<file path="src/rtl/vfc_pkg.sv">
// shared types and constants for the voxel face culling block
// no dependencies; used by voxel_face_culling and vfc_addr
`default_nettype none

package vfc_pkg;

	localparam int DEF_CHUNK_EDGE = 16;
	localparam int DEF_TYPE_BITS  = 8;

	localparam int COORD_W = 4;
	localparam int TYPE_W  = 8;
	localparam int CHUNK_W = 16;
	localparam int WORLD_W = 20;
	localparam int FACE_W  = 3;
	localparam int NUM_FACES = 6;
	localparam int CFG_IDX_W = 2;

	// face codes, also the order in which faces are probed and emitted
	localparam logic [FACE_W-1:0] FACE_FRONT  = 3'd0;
	localparam logic [FACE_W-1:0] FACE_BACK   = 3'd1;
	localparam logic [FACE_W-1:0] FACE_LEFT   = 3'd2;
	localparam logic [FACE_W-1:0] FACE_RIGHT  = 3'd3;
	localparam logic [FACE_W-1:0] FACE_TOP    = 3'd4;
	localparam logic [FACE_W-1:0] FACE_BOTTOM = 3'd5;

	// operation codes
	localparam logic OP_WRITE = 1'b0;
	localparam logic OP_MESH  = 1'b1;

	// configuration register indexes
	localparam logic [CFG_IDX_W-1:0] CFG_CHUNK_X = 2'd0;
	localparam logic [CFG_IDX_W-1:0] CFG_CHUNK_Y = 2'd1;
	localparam logic [CFG_IDX_W-1:0] CFG_CHUNK_Z = 2'd2;

	typedef struct packed {
		logic               operation;
		logic [COORD_W-1:0] local_x;
		logic [COORD_W-1:0] local_y;
		logic [COORD_W-1:0] local_z;
		logic [TYPE_W-1:0]  voxel_type;
	} req_item_t;

	typedef struct packed {
		logic signed [WORLD_W-1:0] world_x;
		logic signed [WORLD_W-1:0] world_y;
		logic signed [WORLD_W-1:0] world_z;
		logic [FACE_W-1:0]         face;
		logic                      last;
	} rsp_item_t;

	// one probe of the store: the centre voxel or one of its neighbours
	typedef struct packed {
		logic [COORD_W-1:0] x;
		logic [COORD_W-1:0] y;
		logic [COORD_W-1:0] z;
		logic               centre;
		logic [FACE_W-1:0]  face;
	} probe_t;

endpackage

`default_nettype wire

</file>
<file path="src/rtl/vfc_addr.sv">
// shared probe unit: neighbour offset, bounds check and linear store address
// depends on vfc_pkg
`default_nettype none

module vfc_addr import vfc_pkg::*; #(
	parameter int CHUNK_EDGE = DEF_CHUNK_EDGE,
	localparam int ADDR_W = $clog2(CHUNK_EDGE * CHUNK_EDGE * CHUNK_EDGE)
) (
	input  wire probe_t            probe,
	output logic [ADDR_W-1:0]      addr,
	output logic                   inb
);

	logic [COORD_W:0] nx, ny, nz;
	logic             under;

	always_comb begin
		nx = {1'b0, probe.x};
		ny = {1'b0, probe.y};
		nz = {1'b0, probe.z};
		under = 1'b0;
		if (!probe.centre) begin
			case (probe.face)
				FACE_FRONT:  nz = nz + (COORD_W+1)'(1);
				FACE_BACK: begin
					under = (probe.z == '0);
					nz = nz - (COORD_W+1)'(1);
				end
				FACE_LEFT: begin
					under = (probe.x == '0);
					nx = nx - (COORD_W+1)'(1);
				end
				FACE_RIGHT:  nx = nx + (COORD_W+1)'(1);
				FACE_TOP:    ny = ny + (COORD_W+1)'(1);
				FACE_BOTTOM: begin
					under = (probe.y == '0);
					ny = ny - (COORD_W+1)'(1);
				end
				default: ;
			endcase
		end
	end

	// anything outside the chunk reads as air
	assign inb = !under && (int'(nx) < CHUNK_EDGE) && (int'(ny) < CHUNK_EDGE)
		&& (int'(nz) < CHUNK_EDGE);

	assign addr = ADDR_W'((int'(nx) * CHUNK_EDGE + int'(ny)) * CHUNK_EDGE + int'(nz));

endmodule

`default_nettype wire
</file>
<file path="config.mk">
export PLATFORM = sky130hd
export DESIGN_NAME = vfc_addr
export DESIGN_NICKNAME = d
export VERILOG_FILES = /design/src/rtl/vfc_pkg.sv /design/src/rtl/vfc_addr.sv
export SDC_FILE = /design/constraint.sdc
export NUM_CORES = 1
export LEC_CHECK = 0
export BUFFER_PORTS_ARGS = -buffer_cell sky130_fd_sc_hd__buf_2
export CORE_UTILIZATION = 39
export DETAILED_ROUTE_END_ITERATION = 16
export PLACE_DENSITY = 0.67
export SLEW_MARGIN = 20
export SYNTH_ARGS = -nofsm -noshare
export SYNTH_HDL_FRONTEND = slang
export SYNTH_SLANG_ARGS = --single-unit
</file>
<file path="constraint.sdc">
create_clock -name vclk -period 4.7
set_clock_uncertainty 0.15 [all_clocks]
set_input_delay 0.235 -clock vclk [all_inputs]
set_output_delay 0.235 -clock vclk [all_outputs]
set_load 0.05 [all_outputs]
</file>
======== Word-level counts from Yosys, hierarchy flattened ========
Cells that the tools add are included.
cells by class
  $add $sub $neg .......................... 8
  magnitude comparators ................... 3
  equal/unequal tests ..................... 5
  muxes and demuxes ....................... 8
  reduce and logical (&&, ||, !) cells .... 8
operator list
  kind                 count
  $pmux 5 s2           3
  $add 4x1->5 const B  3
  $lt 5x5->1 const B   3
  $mux 5               3
  $sub 4x1->5 const B  3
  $add 12x5->12        1
  $logic_not 4->1      3
  $add 8x5->8          1
  $eq 3x2->1 const B   2
  $eq 3x3->1 const B   2
  $eq 3x1->1 const B   1
  $logic_and 1x1->1    3
  $logic_not 3->1      1
  $pmux 1 s3           1
  $logic_not 1->1      1
  $mux 1               1
word-level totals
  register bits ........................... 0
  bits of input ports ..................... 16
  output and inout bits ................... 13
  logic and storage cells ................. 32

======== Longest topological paths before layout ========
Gate-level depths: netlist of the first run.
  depth after elaboration ................. 7
  gate-level depth with buffers ........... 16
  mapped depth without buffers ............ 15

======== Worst setup path before layout of the first run ========
OpenSTA, ideal clock, no wires.
  path kind ............................... input to output
  start ................................... in probe[2] in the netlist's numbering
  end ..................................... out addr[9]
  data arrival time ....................... 3.389 ns
  data required time ...................... 4.315 ns
  setup slack ............................. 0.926 ns
  cell stages on the path ................. 15
  buffers on the path ..................... 1
  path through ............................ buf_4 nor3b_1 inv_1 fa_1 inv_1 a21o_1 a21oi_1 xor2_1 nor2_1 ha_1 nand2_1 o41a_1 o21ai_1 nand3_1 xnor2_1
on the way
  word-level cells in the longest chain between the ends .. 5
  elaborated cells between the ends (all ways) .. 14
  those cells by class .................... add/sub (2); eq/ne (5); mux (6); reduce/logical (1)
RTL lines
  item                                             line            RTL
  start, declared                                  vfc_addr.sv:9   input wire probe_t probe,
  $eq 3x3->1 / $eq 3x2->1 (equally long branches)  vfc_addr.sv:23  case (probe.face)
  $pmux 5 s2                                       vfc_addr.sv:23
  $mux 5                                           vfc_addr.sv:22  if (!probe.centre) begin
  $add 8x5->8                                      vfc_addr.sv:48  assign addr = ADDR_W'((int'(nx) * CHUNK_EDGE + int'(ny)) * CHUNK_EDGE + int'(nz));
  $add 12x5->12 *                                  vfc_addr.sv:48
  end, declared                                    vfc_addr.sv:10  output logic [ADDR_W-1:0] addr,
Mark *: on every way between the ends. The rest lies on a longest branch, timed or not.

======== Final worst setup path of the first run ========
  start ................................... in probe[0] in the netlist's numbering
  end ..................................... out addr[11]
Same word-level chain as after synthesis.

==> flow_summary.yaml, run 1 <==
power_and_ir_drop:
  power.leakage_nw: 0.470
  vdd_ir_drop_max_uv: 53.5
  p_total_mw: 0.118
  power_density_nw_per_um2: 121
route:
  wire_per_inst_um: 10.7
  post-route-drc-count: 0
  drt_iter0_markers: 7
  viasPerCell: 5.04
  routed_wl_um: 1690
  vias: 796
  detail-route-antenna-nets: 0
  dr.pass1.iters: 5
clocking:
  cts_hold_buf: 0
  post_cts_buffers: 0
  cts_resized: 0
synthesis:
  synth-compound-area-share: 0.179
  synth-xor-area-share: 0.223
  mappedNetlistNets: 134
  syn_area_sq_um: 820
  syn_inst: 105
  ys_types: 36
  muxShareOfSynthArea: 0.0244
  synthAdderAreaFrac: 0.217
  synth_top_family_by_area: "simple AND/OR/NAND/NOR gates"
  ys_seq_area_frac: 0
  syn_area_per_cell_sq_um: 7.81
  synth-simple-area-share: 0.289
  ys.warnings.count: 0
hold_path:
  worst_hold_startpoint: "probe[4]"
  hold_path.class: "primary input to output pin"
  min_to: "addr[0]"
  holdPathStages: 3
placed_design:
  hpwl_um: 1440
  dp.cells: 158
  gp_congestion: 0.765
  io_buffers: 29
  post-place-ws_ns: 0.928
  place_area_sq_um: 976
cells_and_area:
  final_nets: 162
  clkbuf_count: 0
  nFlopsAndLatches: 0
  fillers: 227
  final_cells: 158
  seq_area_sq_um: 0
  stdcell_area_sq_um: 976
  antenna_cells: 0
  fin_util: 0.497
  drive_above_1_share: 0.267
  syn2layout_area_growth_pct: 19.1
grt:
  antenna_found_initial: 0
  met2_usage: 0.262
  grt_max_degree: 9
  grt_first_pass_wirelength_um: 2580
  use_met1: 0.216
  track_usage: 0.149
  met3_usage: 0
  gr-max-usage-layer: "met2"
  overflow: 0
  grt_pass1_vias: 649
sta:
  rsz0062_at_grt: "no"
  hold_ws_ns: 0.701
  period_needed_ns: 3.74
  slew-limit-headroom: 0.598
  fin_crit_sh: 0.796
  hold_viol: 0
  setup-violations-final: 0
  tightest_slew_ns: 0.601
  fin_tns_setup_ns: 0
  max_freq_ghz: 0.267
  drv_slew: 0
  layout_setup_ws_ns: 0.957
floorplan:
  rows: 16
  placeableCoreArea_sq_um: 1960
  die_w_um: 47.8
  boundaryPins: 29
  initial_core_util: 0.418
  die_h_um: 47.8
  die_area_sq_um: 2290
flow_run:
  cap_violations: 0
critical_path:
  critPathMaxFanout: 8
  worstPathCellList: "buf_2 > nor3b_1 > inv_1 > fa_1 > inv_1 > a21o_1 > a21oi_1 > xor2_1 > nor2_1 > ha_1 > nand2_1 > o41a_1 > o21ai_1 > and3_1 > xnor2_1 > buf_2"
  max_stage_delay_ns: 0.54
  path_class: "primary input to output pin"
  end_kind: "output pin"
  worstPathRequired_ns: 4.32
  crit_path_start_kind: "primary input"
  crit_arrival_ns: 3.36
  cpMaxStageDelayCell: "nor3b_1"
run_status:
  status: "complete, no violations"
==> routing by layer <==
layer | vias to the layer above | wire length [um]
met5 | - | 0
met4 | 0 | 0
met3 | 0 | 65
met2 | 22 | 793
met1 | 350 | 828
li1 | 424 | -
==> Yosys cell counts (2+ instances only) <==
| cell type | number | share of area |
|---|---|---|
| a21o_1 | 4 | 0.037 |
| a21oi_1 | 6 | 0.037 |
| and3_1 | 2 | 0.015 |
| fa_1 | 2 | 0.049 |
| ha_1 | 11 | 0.17 |
| inv_1 | 9 | 0.041 |
| mux2i_1 | 2 | 0.024 |
| nand2_1 | 10 | 0.046 |
| nand4_1 | 2 | 0.015 |
| nor2_1 | 5 | 0.023 |
| nor2b_1 | 4 | 0.031 |
| nor3b_1 | 2 | 0.018 |
| o21ai_1 | 5 | 0.031 |
| or4_1 | 2 | 0.018 |
| xnor2_1 | 13 | 0.14 |
| xor2_1 | 6 | 0.064 |
==> placed cells by master (no fill, tap or decap), types with 4 or more instances in the layout <==
cell,Yosys,layout
xor2_1,6,6
buf_2,0,29
nand2_1,10,10
a21oi_1,6,6
a21o_1,4,4
ha_1,11,11
o21ai_1,5,5
nor2b_1,4,4
inv_1,9,9
nor2_1,5,5
xnor2_1,13,13
==> layout make-up <==
class / count / area [sq um] / share of cell area
timing repair buffer: 29 / 145 / 0.149
multi-input combinational: 93 / 763 / 0.782
inverter: 9 / 33.8 / 0.0346
tap: 27 / 33.8 / 0.0346
==> critical path, delay by kind of cell <==
kind | cells | cell delay (ns)
buffers and inverters | 4 | 0.64
AOI/OAI and AO/OA | 4 | 0.64
and+or+nand+nor | 4 | 0.96
adders and majority gates | 2 | 0.63
xor gates and xnor gates | 2 | 0.25
==> worst max-delay path by stage <==
stage	cells past startpoint	end	slack (ns)	startpoint
floorplan	15	addr[9]	0.93	probe[2]
global placement	16	addr[11]	0.97	probe[0]
finish	16	addr[11]	0.96	probe[0]
global route	16	addr[11]	0.57	probe[0]
detailed placement	17	addr[11]	0.93	probe[0]
CTS	17	addr[11]	0.94	probe[0]
==> power by group <==
group	total, mW	internal [mW]	switching [mW]
Sequential	0	0	0
Combinational	0.118	0.0398	0.0782
Clock	0	0	0
Total	0.118	0.0398	0.0782
==> cell families (layout without fill, tap and decap cells) <==
group | after synthesis | after routing
buf+inv | 12 | 38
fa+ha+maj | 13 | 13
xor+xnor | 20 | 20
mux | 2 | 2
compound gates | 21 | 21
simple gates | 37 | 37
Note: power is estimated with default switching activity, not from simulation.
==> inputs of run 2 (changes only) <==
- ABC_AREA: not set -> 1
- PLACE_DENSITY: 0.67 -> 0.68
- clock period: 4.7 -> 3.25 ns (I/O delays scaled with it)
==> flow_summary.yaml, run 2 <==
run_status:
  status: "complete, no violations"
power_and_ir_drop:
  switchingPower_mw: 0.128
  vdd_ir_drop_max_uv: 109
  switching_share: 0.697
  power.leakage_nw: 0.663
  p_total_mw: 0.184
  p_comb_frac: 1.000
  internal-power_mw: 0.0557
  seqPwrFrac: 0
  power_density_nw_per_um2: 167
  pwr-share-clk: 0
cells_and_area:
  syn2layout_area_growth_pct: 20.2
  clkbuf_count: 0
  stdcell_area_sq_um: 1100
  final_cell_mix: "nand2_1 (44), inv_1 (27), buf_2 (27)"
  seq_area_sq_um: 0
  antenna_cells: 0
  final_common_cell: "nand2_1"
  nFlopsAndLatches: 0
  final_nets: 221
  drive_above_1_share: 0.237
synthesis:
  ys.warnings.count: 0
  ys_types: 28
  netlist_top_cells_count: "nand2_1 (45), inv_1 (27), nand3_1 (18), nor2_1 (13), ha_1 (11)"
  syn_area_sq_um: 916
  syn_inst: 162
  ys_seq_area_frac: 0
  yosysTopAreaCell: "nand2_1"
  synth_top_cell_area_share: 0.184
  mappedNetlistNets: 191
  synth_most_common_cell: "nand2_1"
  syn_area_per_cell_sq_um: 5.65
  yosys-top-cells-area: "nand2_1 (18%), ha_1 (15%), inv_1 (11%)"
critical_path:
  crit_path_start_kind: "primary input"
  end_kind: "output pin"
  critPathMostFrequentCell: "inv_1"
  path_delay_family: "simple AND/OR/NAND/NOR gates"
  path_buf_inv: 6
  worstPathRequired_ns: 2.94
  worstSetupPathDepth: 20
  worstPathCellList: "buf_2 > inv_2 > nor2_2 > nand2_2 > inv_1 > ha_1 > nand2_1 > nor2_1 > a211oi_1 > or2_0 > nand3b_1 > inv_1 > ha_1 > inv_1 > nor2_1 > nand3_2 > nor2_4 > nand3_1 > nand2_1 > clkbuf_4"
  cpMaxStageDelayCell: "ha_1"
  crit_arrival_ns: 2.60
  critPathMaxFanout: 5
  max_stage_delay_ns: 0.27
  path_class: "primary input to output pin"
sta:
  slew-limit-headroom: 0.788
  fin_tns_setup_ns: 0
  max_freq_ghz: 0.344
  tightest_slew_ns: 0.316
  setup-violations-final: 0
  drv_slew: 0
  hold_viol: 0
  rsz0062_at_grt: "no"
  period_needed_ns: 2.91
  fin_crit_sh: 0.895
route:
  wire_per_inst_um: 9.67
  viasPerCell: 4.80
  detail-route-antenna-nets: 0
  vias: 1047
  routed_wl_um: 2110
  drt_iter0_markers: 14
  post-route-drc-count: 0
  dr.pass1.iters: 4
placed_design:
  io_buffers: 29
  hpwl_um: 1910
  place_area_sq_um: 1090
  gp_congestion: 0.855
hold_path:
  hold_path.class: "primary input to output pin"
  holdPathStages: 4
  min_to: "addr[2]"
  worst_hold_startpoint: "probe[6]"
grt:
  track_usage: 0.185
  overflow: 0
  antenna_found_initial: 0
  grt_first_pass_wirelength_um: 3880
  grt_pass1_vias: 984
  grt_max_degree: 10
floorplan:
  die_area_sq_um: 2550
  rows: 17
  die_h_um: 50.5
  placeableCoreArea_sq_um: 2210
  die_w_um: 50.5
  initial_core_util: 0.414
  boundaryPins: 29
clocking:
  post_cts_buffers: 0
flow_run:
  cap_violations: 0
## run 2: how the worst max path moves through the flow
stage                         from        to  slack, ns
final                     probe[0]  addr[11]       0.34
after floorplan           probe[2]   addr[8]       0.22
after global routing      probe[0]  addr[10]       0.02
after global placement    probe[0]  addr[11]       0.31
after detailed placement  probe[0]  addr[11]       0.21
after CTS                 probe[0]  addr[11]       0.21
## run 2: area by class of cell
| type | instances | area [sq um] |
|---|---|---|
| Tap cell | 28 | 35.0 |
| Timing Repair Buffer | 29 | 150 |
| Fill cell | 249 | 1110 |
| Inverter | 31 | 116 |
| Multi-Input combinational cell | 130 | 800 |
## run 2: worst min-delay path, delay by kind of cell
family / cells / cell delay, ns
buffers and inverters: 2 / 0.33
AO/OA/AOI/OAI: 1 / 0.06
AND/OR/NAND/NOR: 1 / 0.06
## run 2: cell families (layout without fill, tap and decap cells)
| family | after synthesis | count (layout) | share of synthesized area |
|---|---|---|---|
| AND/OR/NAND/NOR | 94 | 94 | 0.486 |
| buffers and inverters | 32 | 60 | 0.135 |
| adder cells (fa/ha/maj) | 13 | 13 | 0.194 |
| AO/OA/AOI/OAI | 12 | 12 | 0.0779 |
| XOR/XNOR | 10 | 10 | 0.0956 |
| multiplexers | 1 | 1 | 0.0109 |
## run 2: metrics by stage
stage,utilization,hold slack (ns),instances,setup slack (ns)
floorplan,-,0.496,162,0.223
global placement,0.492,0.609,218,0.311
detailed placement,0.492,0.621,218,0.214
CTS,0.492,0.621,218,0.211
global route,0.498,0.649,218,0.0172
finish,0.498,0.620,218,0.340
## run 2: per-layer routing
| metal | track usage | vias to the layer above | part of all wire |
|---|---|---|---|
| met5 | 0 | - | 0 |
| met1 | 0.231 | 451 | 0.47 |
| met4 | 0 | 0 | 0 |
| met2 | 0.369 | 20 | 0.50 |
| met3 | 0 | 0 | 0.024 |
| li1 | - | 576 | - |
## run 2: what timing repair did
action,4_1_cts,5_1_grt
resized for setup,0,4
setup endpoints to repair,0,3
hold buffers,0,0
## run 2: power by group through the flow
stage / registers (mW) / clock network [mW] / logic (mW)
after floorplan: 0 / 0 / 0.141
final: 0 / 0 / 0.184
after global routing: 0 / 0 / 0.205
after CTS: 0 / 0 / 0.184
after detailed placement: 0 / 0 / 0.183
after global placement: 0 / 0 / 0.180
==> inputs of run 3 (changes only) <==
- CORE_ASPECT_RATIO: not set -> 1.5
==> flow_summary.yaml, run 3 (synthesis results as in run 2) <==
floorplan:
  die_area_sq_um: 2550
  rows: 21
  initial_core_util: 0.410
  placeableCoreArea_sq_um: 2230
  boundaryPins: 29
  die_w_um: 41.6
  die_h_um: 61.4
cells_and_area:
  final_cells: 213
  clkbuf_count: 0
  fin_util: 0.488
  seq_area_sq_um: 0
  final_nets: 221
  fillers: 232
  final_cell_mix: "nand2_1 (45), buf_2 (28), inv_1 (27)"
  antenna_cells: 0
  syn2layout_area_growth_pct: 19.0
  drive_above_1_share: 0.232
  nFlopsAndLatches: 0
  final_common_cell: "nand2_1"
sta:
  setup-violations-final: 0
  fin_crit_sh: 0.926
  fin_tns_setup_ns: 0
  slew-limit-headroom: 0.770
  rsz0062_at_grt: "no"
  layout_setup_ws_ns: 0.242
  hold_viol: 0
  drv_slew: 0
  max_freq_ghz: 0.332
  tightest_slew_ns: 0.342
  period_needed_ns: 3.01
grt:
  track_usage: 0.171
  grt_pass1_vias: 899
  grt_max_degree: 10
  antenna_found_initial: 0
  grt_first_pass_wirelength_um: 3600
  overflow: 0
critical_path:
  cpMaxStageDelayCell: "ha_1"
  crit_path_start_kind: "primary input"
  critPathMostFrequentCell: "nand2_1"
  worstPathRequired_ns: 2.94
  critPathMaxFanout: 5
  path_buf_inv: 6
  crit_arrival_ns: 2.70
  path_delay_family: "simple AND/OR/NAND/NOR gates"
  path_class: "primary input to output pin"
  worstPathCellList: "buf_2 > inv_2 > nor2_2 > nand2_1 > inv_1 > ha_1 > nand2_1 > nor2_1 > a211oi_1 > or2_0 > nand3b_1 > inv_1 > ha_1 > inv_1 > nor2_1 > nand3_2 > nor2_4 > nand2_1 > nand2_1 > buf_2"
  end_kind: "output pin"
  max_stage_delay_ns: 0.28
flow_run:
  cap_violations: 0
power_and_ir_drop:
  power.leakage_nw: 0.662
  power_density_nw_per_um2: 169
  vdd_ir_drop_max_uv: 76.6
route:
  drt_iter0_markers: 10
  post-route-drc-count: 0
  detail-route-antenna-nets: 0
  wire_per_inst_um: 10.3
  dr.pass1.iters: 4
  vias: 1075
  viasPerCell: 5.05
  routed_wl_um: 2190
placed_design:
  gp_congestion: 0.861
  hpwl_um: 1900
  post-place-ws_ns: 0.225
  dp.cells: 213
  io_buffers: 29
hold_path:
  hold_path.class: "primary input to output pin"
clocking:
  post_cts_buffers: 0
  cts_hold_buf: 0
run_status:
  status: "complete, no violations"
==> run 3: cell count changes in the layout (fill, tap and decap cells not counted), sizes merged <==
| cell | previous run | this run |
|---|---|---|
| buf | 27 | 28 |
| clkbuf | 2 | 1 |
==> run 3: what timing repair did <==
item,CTS,global route
gates resized for setup,0,2
setup endpoints to repair,0,1
hold endpoints to repair,0,0
==> run 3: per-layer routing <==
layer	up-vias	wire (um)	track usage	share of wire
met5	-	0	0	0
met3	0	74	0.00293	0.034
met1	473	882	0.184	0.40
met2	28	1230	0.382	0.56
met4	0	0	0.00461	0
li1	574	-	-	-
==> run 3: report_power, final <==
part | switching (mW) | internal, mW
clock network | 0 | 0
registers | 0 | 0
logic | 0.129 | 0.0554
total | 0.129 | 0.0554
==> run 3: final cells by class <==
cell class	count	area, sq um	share of cell area
repair buffers	29	148	0.135
well taps	23	28.8	0.0264
inverters	31	116	0.107
multi-input cells	130	797	0.731
==> run 3: path summary, 6_finish.rpt <==
kind | startpoint | to | slack [ns] | depth (start not counted)
worst max-delay path | probe[0] | addr[9] | 0.24 | 20
worst min-delay path | probe[6] | addr[2] | 0.61 | 4
==> run 3: metrics by stage <==
step | area, sq um | total power [mW] | hold slack [ns]
3_5_place_dp | 1080 | 0.184 | 0.612
4_1_cts | 1080 | 0.184 | 0.615
2_1_floorplan | 916 | 0.141 | 0.496
6_report | 1090 | 0.184 | 0.613
5_1_grt | 1090 | 0.204 | 0.640
3_3_place_gp | 1080 | 0.181 | 0.615
